$ cat src/rtl/assert_macros.svh
// Assertion helpers for the button conditioner.
// Each property is checked on the rising edge of clk_i and is switched off
// while rst_ni is low.
`ifndef ASSERT_MACROS_SVH
`define ASSERT_MACROS_SVH

`ifndef NO_ASSERTIONS

`define ASSERT_SAME(lbl, ante, cons, msg) \
  lbl: assert property (@(posedge clk_i) disable iff (!rst_ni) (ante) |-> (cons)) \
    else $error(msg);

`define ASSERT_NEXT(lbl, ante, cons, msg) \
  lbl: assert property (@(posedge clk_i) disable iff (!rst_ni) (ante) |=> (cons)) \
    else $error(msg);

`else

`define ASSERT_SAME(lbl, ante, cons, msg)

`define ASSERT_NEXT(lbl, ante, cons, msg)

`endif

`endif

$ cat src/rtl/abc_pkg.sv
package abc_pkg;

  localparam int TIME_BITS = 32;

  typedef logic [TIME_BITS-1:0] time_t;
  typedef logic [7:0]           btn_t;

  // Bit positions in the button vector.
  localparam int BTN_UP    = 0;
  localparam int BTN_DOWN  = 1;
  localparam int BTN_FIRE  = 4;
  localparam int BTN_START = 5;
  localparam int BTN_COIN  = 6;
  localparam int BTN_EXTRA = 7;

  // Configuration register indexes.
  typedef enum logic [2:0] {
    CFG_COIN_DIRECT  = 3'd0,
    CFG_COIN_PULSE   = 3'd1,
    CFG_RESET_HOLD   = 3'd2,
    CFG_TURBO_PERIOD = 3'd3,
    CFG_MENU_ENABLE  = 3'd4
  } cfg_idx_e;

  localparam logic [15:0] COIN_PULSE_RST   = 16'd200;
  localparam logic [15:0] RESET_HOLD_RST   = 16'd3000;
  localparam logic [9:0]  TURBO_PERIOD_RST = 10'd50;

  // Flags from the volume and menu logic.
  typedef struct packed {
    logic vol_event;
    logic vol_up;
    logic vol_down;
    logic vol_bar;
    logic attract;
    logic reset_req;
  } ctrl_flags_t;

  function automatic time_t elapsed(time_t now, time_t then);
    return now - then;
  endfunction

endpackage

$ cat src/rtl/abc_coin.sv
module abc_coin (
  input  logic                 clk_i,
  input  logic                 rst_ni,
  input  logic                 step_i,
  input  logic                 coin_direct_i,
  input  logic                 extra_i,
  input  abc_pkg::time_t       now_i,
  input  logic [15:0]          pulse_ms_i,
  output logic                 vcoin_o
);
  import abc_pkg::*;

  typedef enum logic [1:0] {
    COIN_IDLE  = 2'd0,
    COIN_PULSE = 2'd1,
    COIN_WAIT  = 2'd2
  } coin_state_e;

  coin_state_e phase_q, phase_d;
  time_t       time_q, time_d;

  always_comb begin
    phase_d = phase_q;
    time_d  = time_q;
    if (!coin_direct_i) begin
      unique case (phase_q)
        COIN_PULSE: begin
          if (elapsed(now_i, time_q) > time_t'(pulse_ms_i)) begin
            phase_d = COIN_WAIT;
            time_d  = now_i;
          end
        end
        COIN_WAIT: begin
          if (!extra_i) begin
            phase_d = COIN_IDLE;
          end
        end
        default: begin
          // The unused phase code behaves as idle.
          if (extra_i) begin
            phase_d = COIN_PULSE;
            time_d  = now_i;
          end else begin
            phase_d = COIN_IDLE;
          end
        end
      endcase
    end
  end

  assign vcoin_o = !coin_direct_i && (phase_d == COIN_PULSE);

  always_ff @(posedge clk_i or negedge rst_ni) begin
    if (!rst_ni) begin
      phase_q <= COIN_IDLE;
      time_q  <= '0;
    end else if (step_i) begin
      phase_q <= phase_d;
      time_q  <= time_d;
    end
  end

endmodule

$ cat src/rtl/abc_ctrl.sv
module abc_ctrl (
  input  logic                 clk_i,
  input  logic                 rst_ni,
  input  logic                 step_i,
  input  logic                 menu_enable_i,
  input  abc_pkg::btn_t        buttons_i,
  input  abc_pkg::time_t       now_i,
  input  logic [15:0]          hold_ms_i,
  output abc_pkg::ctrl_flags_t flags_o
);
  import abc_pkg::*;

  time_t hold_time_q, hold_time_d;
  logic  armed_q, armed_d;
  btn_t  prev_q, prev_d;
  logic  armed_mid;
  logic  vol_hit;

  always_comb begin
    flags_o           = '0;
    flags_o.vol_event = buttons_i[BTN_COIN];
    flags_o.vol_up    = buttons_i[BTN_COIN] && buttons_i[BTN_UP];
    flags_o.vol_down  = buttons_i[BTN_COIN] && buttons_i[BTN_DOWN];
    vol_hit           = flags_o.vol_up || flags_o.vol_down;
    flags_o.vol_bar   = vol_hit;
    // A volume change drops the hold timer even when the menu is off.
    armed_mid         = vol_hit ? 1'b0 : armed_q;

    armed_d     = armed_mid;
    hold_time_d = hold_time_q;
    prev_d      = prev_q;
    if (menu_enable_i) begin
      flags_o.attract = (buttons_i[BTN_UP] && !prev_q[BTN_UP]) ||
                        (buttons_i[BTN_DOWN] && !prev_q[BTN_DOWN]) ||
                        (buttons_i[BTN_EXTRA] && !prev_q[BTN_EXTRA]);
      if (buttons_i[BTN_EXTRA] && buttons_i[BTN_START]) begin
        armed_d = 1'b1;
        if (!armed_mid) begin
          hold_time_d = now_i;
        end
        flags_o.reset_req = elapsed(now_i, hold_time_d) > time_t'(hold_ms_i);
      end else begin
        armed_d = 1'b0;
      end
      prev_d = buttons_i;
    end
  end

  always_ff @(posedge clk_i or negedge rst_ni) begin
    if (!rst_ni) begin
      hold_time_q <= '0;
      armed_q     <= 1'b0;
      prev_q      <= '0;
    end else if (step_i) begin
      hold_time_q <= hold_time_d;
      armed_q     <= armed_d;
      prev_q      <= prev_d;
    end
  end

endmodule

$ cat src/rtl/abc_turbo.sv
module abc_turbo (
  input  logic                 clk_i,
  input  logic                 rst_ni,
  input  logic                 step_i,
  input  abc_pkg::btn_t        merged_i,
  input  abc_pkg::time_t       now_i,
  input  logic [9:0]           period_ms_i,
  output abc_pkg::btn_t        buttons_o,
  output logic                 coin_anim_o
);
  import abc_pkg::*;

  logic  prev_coin_q;
  logic  phase_q, phase_d;
  time_t toggle_q, toggle_d;

  always_comb begin
    phase_d   = phase_q;
    toggle_d  = toggle_q;
    buttons_o = merged_i;
    if (merged_i[BTN_FIRE]) begin
      if (elapsed(now_i, toggle_q) >= time_t'(period_ms_i)) begin
        phase_d  = !phase_q;
        toggle_d = now_i;
      end
      if (!phase_d) begin
        buttons_o[BTN_FIRE] = 1'b0;
      end
    end
  end

  assign coin_anim_o = merged_i[BTN_COIN] && !prev_coin_q;

  always_ff @(posedge clk_i or negedge rst_ni) begin
    if (!rst_ni) begin
      prev_coin_q <= 1'b0;
      phase_q     <= 1'b1;
      toggle_q    <= '0;
    end else if (step_i) begin
      prev_coin_q <= merged_i[BTN_COIN];
      phase_q     <= phase_d;
      toggle_q    <= toggle_d;
    end
  end

endmodule

$ cat src/rtl/arcade_button_conditioner_top.sv
// Arcade button conditioner.
// Input channel: in_valid_i / in_stall_o carry one poll per item: the merged
// button vector and a free-running millisecond time. Output channel:
// out_valid_o / out_stall_i carry one result item per poll: the conditioned
// buttons plus volume, attract, reset-request and coin-animation flags.
// An item moves on each rising edge with valid high and stall low.
// A poll is held in an input register, processed by one pass of logic
// through the coin, menu and turbo units, and lands in the result register.
// One item is taken every cycle as long as the receiver keeps taking results.
// When the receiver stalls, the result register holds its item and the
// input register takes one more; after that in_stall_o rises.
// Configuration writes (cfg_we_i, cfg_idx_i, cfg_data_i) take effect at the
// next edge and are meant to be made while no item is in flight.
// Reset clears both valid flags, restores the register defaults and returns
// all unit state to idle with the turbo phase letting FIRE through.
module arcade_button_conditioner_top (
  input  logic                 clk_i,
  input  logic                 rst_ni,
  input  logic                 cfg_we_i,
  input  logic [2:0]           cfg_idx_i,
  input  logic [15:0]          cfg_data_i,
  input  logic                 in_valid_i,
  output logic                 in_stall_o,
  input  logic [7:0]           buttons_in_i,
  input  logic [31:0]          now_ms_i,
  output logic                 out_valid_o,
  input  logic                 out_stall_i,
  output logic [7:0]           buttons_out_o,
  output logic                 volume_event_o,
  output logic                 volume_up_o,
  output logic                 volume_down_o,
  output logic                 volume_bar_show_o,
  output logic                 attract_reset_o,
  output logic                 reset_request_o,
  output logic                 coin_anim_o
);
  import abc_pkg::*;

  `include "assert_macros.svh"

  logic        coin_direct_q;
  logic [15:0] coin_pulse_q;
  logic [15:0] reset_hold_q;
  logic [9:0]  turbo_period_q;
  logic        menu_enable_q;

  always_ff @(posedge clk_i or negedge rst_ni) begin
    if (!rst_ni) begin
      coin_direct_q  <= 1'b0;
      coin_pulse_q   <= COIN_PULSE_RST;
      reset_hold_q   <= RESET_HOLD_RST;
      turbo_period_q <= TURBO_PERIOD_RST;
      menu_enable_q  <= 1'b1;
    end else if (cfg_we_i) begin
      unique case (cfg_idx_e'(cfg_idx_i))
        CFG_COIN_DIRECT:  coin_direct_q  <= cfg_data_i[0];
        CFG_COIN_PULSE:   coin_pulse_q   <= cfg_data_i;
        CFG_RESET_HOLD:   reset_hold_q   <= cfg_data_i;
        CFG_TURBO_PERIOD: turbo_period_q <= cfg_data_i[9:0];
        CFG_MENU_ENABLE:  menu_enable_q  <= cfg_data_i[0];
        default: ;
      endcase
    end
  end

  // Input register.
  logic  in_valid_q;
  btn_t  btn_q;
  time_t now_q;
  logic  step;
  logic  in_take;

  assign step       = in_valid_q && (!out_valid_o || !out_stall_i);
  assign in_stall_o = in_valid_q && !step;
  assign in_take    = in_valid_i && !in_stall_o;

  always_ff @(posedge clk_i or negedge rst_ni) begin
    if (!rst_ni) begin
      in_valid_q <= 1'b0;
    end else if (in_take) begin
      in_valid_q <= 1'b1;
    end else if (step) begin
      in_valid_q <= 1'b0;
    end
  end

  always_ff @(posedge clk_i) begin
    if (in_take) begin
      btn_q <= buttons_in_i;
      now_q <= now_ms_i[TIME_BITS-1:0];
    end
  end

  logic        vcoin;
  ctrl_flags_t flags;
  btn_t        merged;
  btn_t        btn_final;
  logic        anim;

  abc_coin u_coin (
    .clk_i         (clk_i),
    .rst_ni        (rst_ni),
    .step_i        (step),
    .coin_direct_i (coin_direct_q),
    .extra_i       (btn_q[BTN_EXTRA]),
    .now_i         (now_q),
    .pulse_ms_i    (coin_pulse_q),
    .vcoin_o       (vcoin)
  );

  abc_ctrl u_ctrl (
    .clk_i         (clk_i),
    .rst_ni        (rst_ni),
    .step_i        (step),
    .menu_enable_i (menu_enable_q),
    .buttons_i     (btn_q),
    .now_i         (now_q),
    .hold_ms_i     (reset_hold_q),
    .flags_o       (flags)
  );

  always_comb begin
    merged           = btn_q;
    merged[BTN_COIN] = btn_q[BTN_COIN] || vcoin;
  end

  abc_turbo u_turbo (
    .clk_i       (clk_i),
    .rst_ni      (rst_ni),
    .step_i      (step),
    .merged_i    (merged),
    .now_i       (now_q),
    .period_ms_i (turbo_period_q),
    .buttons_o   (btn_final),
    .coin_anim_o (anim)
  );

  // Result register.
  logic out_valid_q;

  always_ff @(posedge clk_i or negedge rst_ni) begin
    if (!rst_ni) begin
      out_valid_q <= 1'b0;
    end else if (step) begin
      out_valid_q <= 1'b1;
    end else if (!out_stall_i) begin
      out_valid_q <= 1'b0;
    end
  end

  always_ff @(posedge clk_i) begin
    if (step) begin
      buttons_out_o     <= btn_final;
      volume_event_o    <= flags.vol_event;
      volume_up_o       <= flags.vol_up;
      volume_down_o     <= flags.vol_down;
      volume_bar_show_o <= flags.vol_bar;
      attract_reset_o   <= flags.attract;
      reset_request_o   <= flags.reset_req;
      coin_anim_o       <= anim;
    end
  end

  assign out_valid_o = out_valid_q;

  `ASSERT_SAME(a_stall_needs_item, in_stall_o, in_valid_q && out_valid_q, "input stalled while a stage is empty")
  `ASSERT_NEXT(a_step_fills_out, step, out_valid_q, "processed item did not reach the result register")
  `ASSERT_SAME(a_vol_flags, out_valid_q && (volume_up_o || volume_down_o), volume_event_o && volume_bar_show_o, "volume direction without volume event")
  `ASSERT_SAME(a_anim_has_coin, out_valid_q && coin_anim_o, buttons_out_o[BTN_COIN], "coin animation without coin bit")

endmodule

$ cat config.mk
export PLATFORM = sky130hd
export DESIGN_NAME = arcade_button_conditioner_top
export DESIGN_NICKNAME = d
export VERILOG_FILES = /design/src/rtl/abc_pkg.sv /design/src/rtl/abc_coin.sv /design/src/rtl/abc_ctrl.sv /design/src/rtl/abc_turbo.sv /design/src/rtl/arcade_button_conditioner_top.sv
export VERILOG_INCLUDE_DIRS = /design/src /design/src/rtl
export SDC_FILE = /design/constraint.sdc
export NUM_CORES = 1
export LEC_CHECK = 0
export BUFFER_PORTS_ARGS = -buffer_cell sky130_fd_sc_hd__buf_2
export CAP_MARGIN = 20
export CORE_MARGIN = 4
export CORE_UTILIZATION = 50
export CTS_BUF_LIST = sky130_fd_sc_hd__clkbuf_4 sky130_fd_sc_hd__clkbuf_8
export DETAILED_ROUTE_END_ITERATION = 16
export PLACE_DENSITY = 0.67
export SYNTH_ARGS = -nofsm -noshare
export SYNTH_HDL_FRONTEND = slang
export SYNTH_SLANG_ARGS = --single-unit
$ cat constraint.sdc
create_clock -name clk_i -period 11.45 [get_ports clk_i]
set_input_delay 1.145 -clock clk_i [delete_from_list [all_inputs] [get_ports clk_i]]
set_output_delay 1.145 -clock clk_i [all_outputs]
set_load 0.02 [all_outputs]
==> summary by stage <==
Routing
Using the TritonRoute via totals, the vias-per-cell ratio works out to 5.76. The residual DRC count is 0. The remaining antenna violation count after routing is 0. The first detailed-routing pass took 5 iterations. The first routing iteration left a little over 700 violations.

The detailed router placed ~11,000 vias in this run. The routed length per instance is 17.7 um. Summed over all layers, the routed wires come to between 30,000 and 40,000 um.

Clock tree
The H-tree was split into 2 levels. The number of buffers added to fix hold violations after cts is 0. CTS saw ~200 sinks. TritonCTS built the clock tree. The clock tree root buffer cell is sky130_fd_sc_hd__clkbuf_8. Clock latency on the worst-skew pair, taken at its later pin, is around 540 ps. After clock tree synthesis, the repair step resized 0 gates. The number of buffers created by CTS is 38.

The longest clock path from root to sink contains 3 buffers. The CTS clock-pin slew for the worst setup and hold paths is ~60 ps. The number of buffers inserted by post-CTS setup repair is 0.

Setup path
The number of cells on the worst reg-to-reg path is 24. The critical path's most frequent cell is sky130_fd_sc_hd__a21oi_1. The critical register-to-register path startpoint is btn_q[6]$_DFFE_PP_. STA classifies the critical path startpoint as a flop. The critical path starts at btn_q[6]$_DFFE_PP_. The cell with the largest stage delay on the worst path is sky130_fd_sc_hd__a2111oi_0.

The largest fanout of any net on the critical path is 32. The endpoint of the most critical register-to-register path is reset_request_o$_SDFFCE_PN0P_. The worst setup path is captured at a flop. The data required time at the worst endpoint is between 10,000 and 15,000 ps. The termination of the worst setup path is reset_request_o$_SDFFCE_PN0P_. Data on the critical path arrives at its endpoint at approximately 7100 ps. The delay of the slowest cell on the worst path is just under 700 ps. The critical path start-end classification is reg -> reg. In this run the number of cells on the critical path is 24.

The number of buffers and inverters on the critical path is 1. In this run the register-to-register setup slack is 4660 ps. The critical path's top delay family is compound AO/OA/AOI/OAI gates.

Traced cell by cell, the critical path runs through and2_1, nor2_1, nand2_2, mux2_2, ha_1, inv_1, fa_1, a211oi_1, o21bai_1, a2111oi_0, nor3_1, a21oi_1, o21bai_1, xor2_1, ha_1, a21oi_1, o21ai_0, a31oi_1, o21ai_0, a2111oi_0, nand2_1, or4_1, nor4_1, a21oi_1.

Floorplan
The region available for standard cell placement spans roughly 29,000 sq um. The row count is a little over 60. In this run the vertical extent of the chip is 179 um. For this configuration, the core starts out at a cell density of 0.508. The die is between 150 and 200 um wide. The I/O pin total is 81. The floorplan die area is between 30,000 and 40,000 sq um.

Synthesis
After synthesis the netlist holds a flip-flop and latch count of just over 200. Of all flip-flops after synthesis, the portion carrying an async set or reset was 0.732. The number of nets in the synthesized netlist is 1,700. The number of library cell types mapped by synthesis is 87. Yosys printed 0 warnings. Among all flip-flop cells after synthesis, the most frequent one is sky130_fd_sc_hd__dfrtp_1. The mean post-synth cell area is around 9.8 sq um. The portion of synthesized cell area occupied by the leading cell type is 0.231. After synthesis the cells add up to 14,600 sq um.

The number of cells produced by synthesis is between 1,000 and 1,500. By area the synthesized netlist is led by sky130_fd_sc_hd__dfrtp_1, sky130_fd_sc_hd__ha_1, sky130_fd_sc_hd__edfxtp_1, sky130_fd_sc_hd__mux2_2, sky130_fd_sc_hd__inv_1. The share of the Yosys chip area taken by registers is 0.371. The largest area contributor in the netlist is sky130_fd_sc_hd__dfrtp_1.

The number of flops mapped to enable cells by yosys is 55.

Outcome
The run finished with clean final reports.

STA
The final hold violation count is 0. The sum of negative setup slack is 0 ps. Setup repair after global routing left no endpoint under its margin. The slew of the pin with the lowest slew margin is 1060 ps. The max-slew headroom at the worst pin is 0.293.

The max-slew violation total from the final report is 0. Dividing the final minimum period by the clock period gives 0.593. The worst clock skew on the final layout is roughly 25 ps. The timing-limited maximum frequency is approximately 150 MHz. The worst path setup slack after routing is 4660 ps.

Setup violations remaining at the end of the flow were counted as 0. The smallest clock period supported by the final layout is computed as just under 7000 ps.

Final layout
The combined flip-flop and latch cell area is 5420 sq um. The area of the multi-input gates is roughly 8500 sq um. The fraction of layout cells with a size suffix above 1 is 0.194. After filler insertion, the fill cell instance count of the layout stands at approximately 2,500.

After routing the design area is roughly 16,000 sq um. The antenna diode count is 0. The count of nets after finishing is about 1,800. The area growth from synthesis to layout is 11.2%.

Placement
At the end of routability-driven placement, the weighted congestion stood at 0.917. The total placed instance area is about 15,000 sq um. The count of input and output buffers is 80. The sum of net half-perimeters after detailed placement is around 26,000 um. OpenSTA, run right after detailed placement, puts the worst setup slack at ~4700 ps.

Global routing
Entering global routing, the biggest net connects 96 pins. The first global-routing pass estimated 57,800 um of wire. The initial antenna violation count is 0.

The aggregate global-route resource usage is 0.223. The number of global-route vias before repair is around 11,000. For this run the aggregate overflow at the end of global routing stands at 0.

Power and ir drop
The worst-case vdd ir drop is approximately 0.00012 V. The leakage power is around 7.4 nW. The total power per unit cell area is roughly 220 nW/um^2.

Min path
The kind of path behind the tightest hold check is reg -> reg.

Flow run
The number of max-cap violations is 0.
[logic make-up after synthesis]
kind of cell,after synthesis,share of synthesized area
compound gates,388,0.172
simple gates,365,0.129
flops,205,0.371
buf+inv,191,0.0520
mux,155,0.123
fa+ha+maj,140,0.121
xor+xnor,52,0.0312
[layout make-up]
class	count	area share
inverters	138	0.0319
well taps	384	0.0296
repair buffers	88	0.0304
clock inverters	10	0.0114
flip-flops and latches	205	0.334
multi-input cells	1100	0.520
clock buffers	59	0.0426
[metrics by stage]
| stage | total power (W) | cells | hold WS, ps | util |
|---|---|---|---|---|
| final | 0.00365 | 1984 | 428 | 0.565 |
| after global routing | 0.00396 | 1984 | 452 | 0.565 |
| after CTS | 0.00367 | 1982 | 434 | 0.563 |
| after detailed placement | 0.00283 | 1913 | 406 | 0.533 |
| after global placement | 0.00279 | 1913 | 415 | 0.533 |
| after floorplan | 0.00244 | 1496 | 400 | - |
[registers in the layout (all words and copies together), names as in the netlist, 2 cells and up]
signal	cells
btn_q	8
now_q	32
reset_hold_q	16
u_coin.phase_q	2
u_turbo.toggle_q	32
coin_pulse_q	16
buttons_out_o	8
u_ctrl.prev_q	3
turbo_period_q	10
u_coin.time_q	32
u_ctrl.hold_time_q	32
[worst min-delay path by stage]
stage,start,endpoint,cells after the start
floorplan,btn_q[2]$_DFFE_PP_,buttons_out_o[2]$_DFFE_PP_,0
global placement,btn_q[3]$_DFFE_PP_,buttons_out_o[3]$_DFFE_PP_,0
detailed placement,btn_q[3]$_DFFE_PP_,buttons_out_o[3]$_DFFE_PP_,0
CTS,btn_q[3]$_DFFE_PP_,buttons_out_o[3]$_DFFE_PP_,0
global route,btn_q[3]$_DFFE_PP_,buttons_out_o[3]$_DFFE_PP_,0
finish,btn_q[3]$_DFFE_PP_,buttons_out_o[3]$_DFFE_PP_,0
[layer usage]
metal | global-route usage | wire [um] | up-vias
met1 | 0.325 | 17300 | 5514
li1 | - | - | 5613
met2 | 0.346 | 15600 | 252
met5 | 0 | 0 | -
met4 | 0.0656 | 852 | 0
met3 | 0.0316 | 1440 | 57
[placed cells by master, fill, tap and decap left out, drive strengths merged, types with 55 or more instances in the layout]
master	count
buf	88
clkbuf	59
inv	140
o21ai	99
nand2	93
a21oi	105
nor2	84
mux2	117
edfxtp	55
dfrtp	135
ha	137
[cell usage after synthesis (17+ instances only)]
library cell and count:
sky130_fd_sc_hd__inv_1 138, sky130_fd_sc_hd__ha_1 137, sky130_fd_sc_hd__dfrtp_1 135, sky130_fd_sc_hd__a21oi_1 102, sky130_fd_sc_hd__o21ai_0 95, sky130_fd_sc_hd__nand2_1 93, sky130_fd_sc_hd__mux2_2 86, sky130_fd_sc_hd__nor2_1 83
sky130_fd_sc_hd__edfxtp_1 55, sky130_fd_sc_hd__a21o_1 39, sky130_fd_sc_hd__mux2i_1 38, sky130_fd_sc_hd__clkbuf_1 37, sky130_fd_sc_hd__nand3_1 33, sky130_fd_sc_hd__xnor2_1 33, sky130_fd_sc_hd__mux2_4 28, sky130_fd_sc_hd__nand4_1 25
sky130_fd_sc_hd__a211oi_1 20, sky130_fd_sc_hd__nand2b_1 19, sky130_fd_sc_hd__xor2_1 19, sky130_fd_sc_hd__nor2b_1 17
[power by group]
part / total, W / internal, W / switching (W)
registers: 0.00108 / 0.000964 / 0.000119
clock network: 0.000811 / 0.000501 / 0.000309
logic: 0.00176 / 0.000785 / 0.000976
total: 0.00365 / 0.00225 / 0.00140
[worst reg2reg max path: cells and delay by family, from the launching register on]
kind,cells,cell delay [ps]
AO/OA/AOI/OAI,11,2290
AND/OR/NAND/NOR,7,2190
adder cells (fa/ha/maj),3,940
multiplexers,1,450
flip-flops,1,430
XOR/XNOR,1,150
buffers and inverters,1,70
Note: power is estimated with default switching activity, not from simulation.
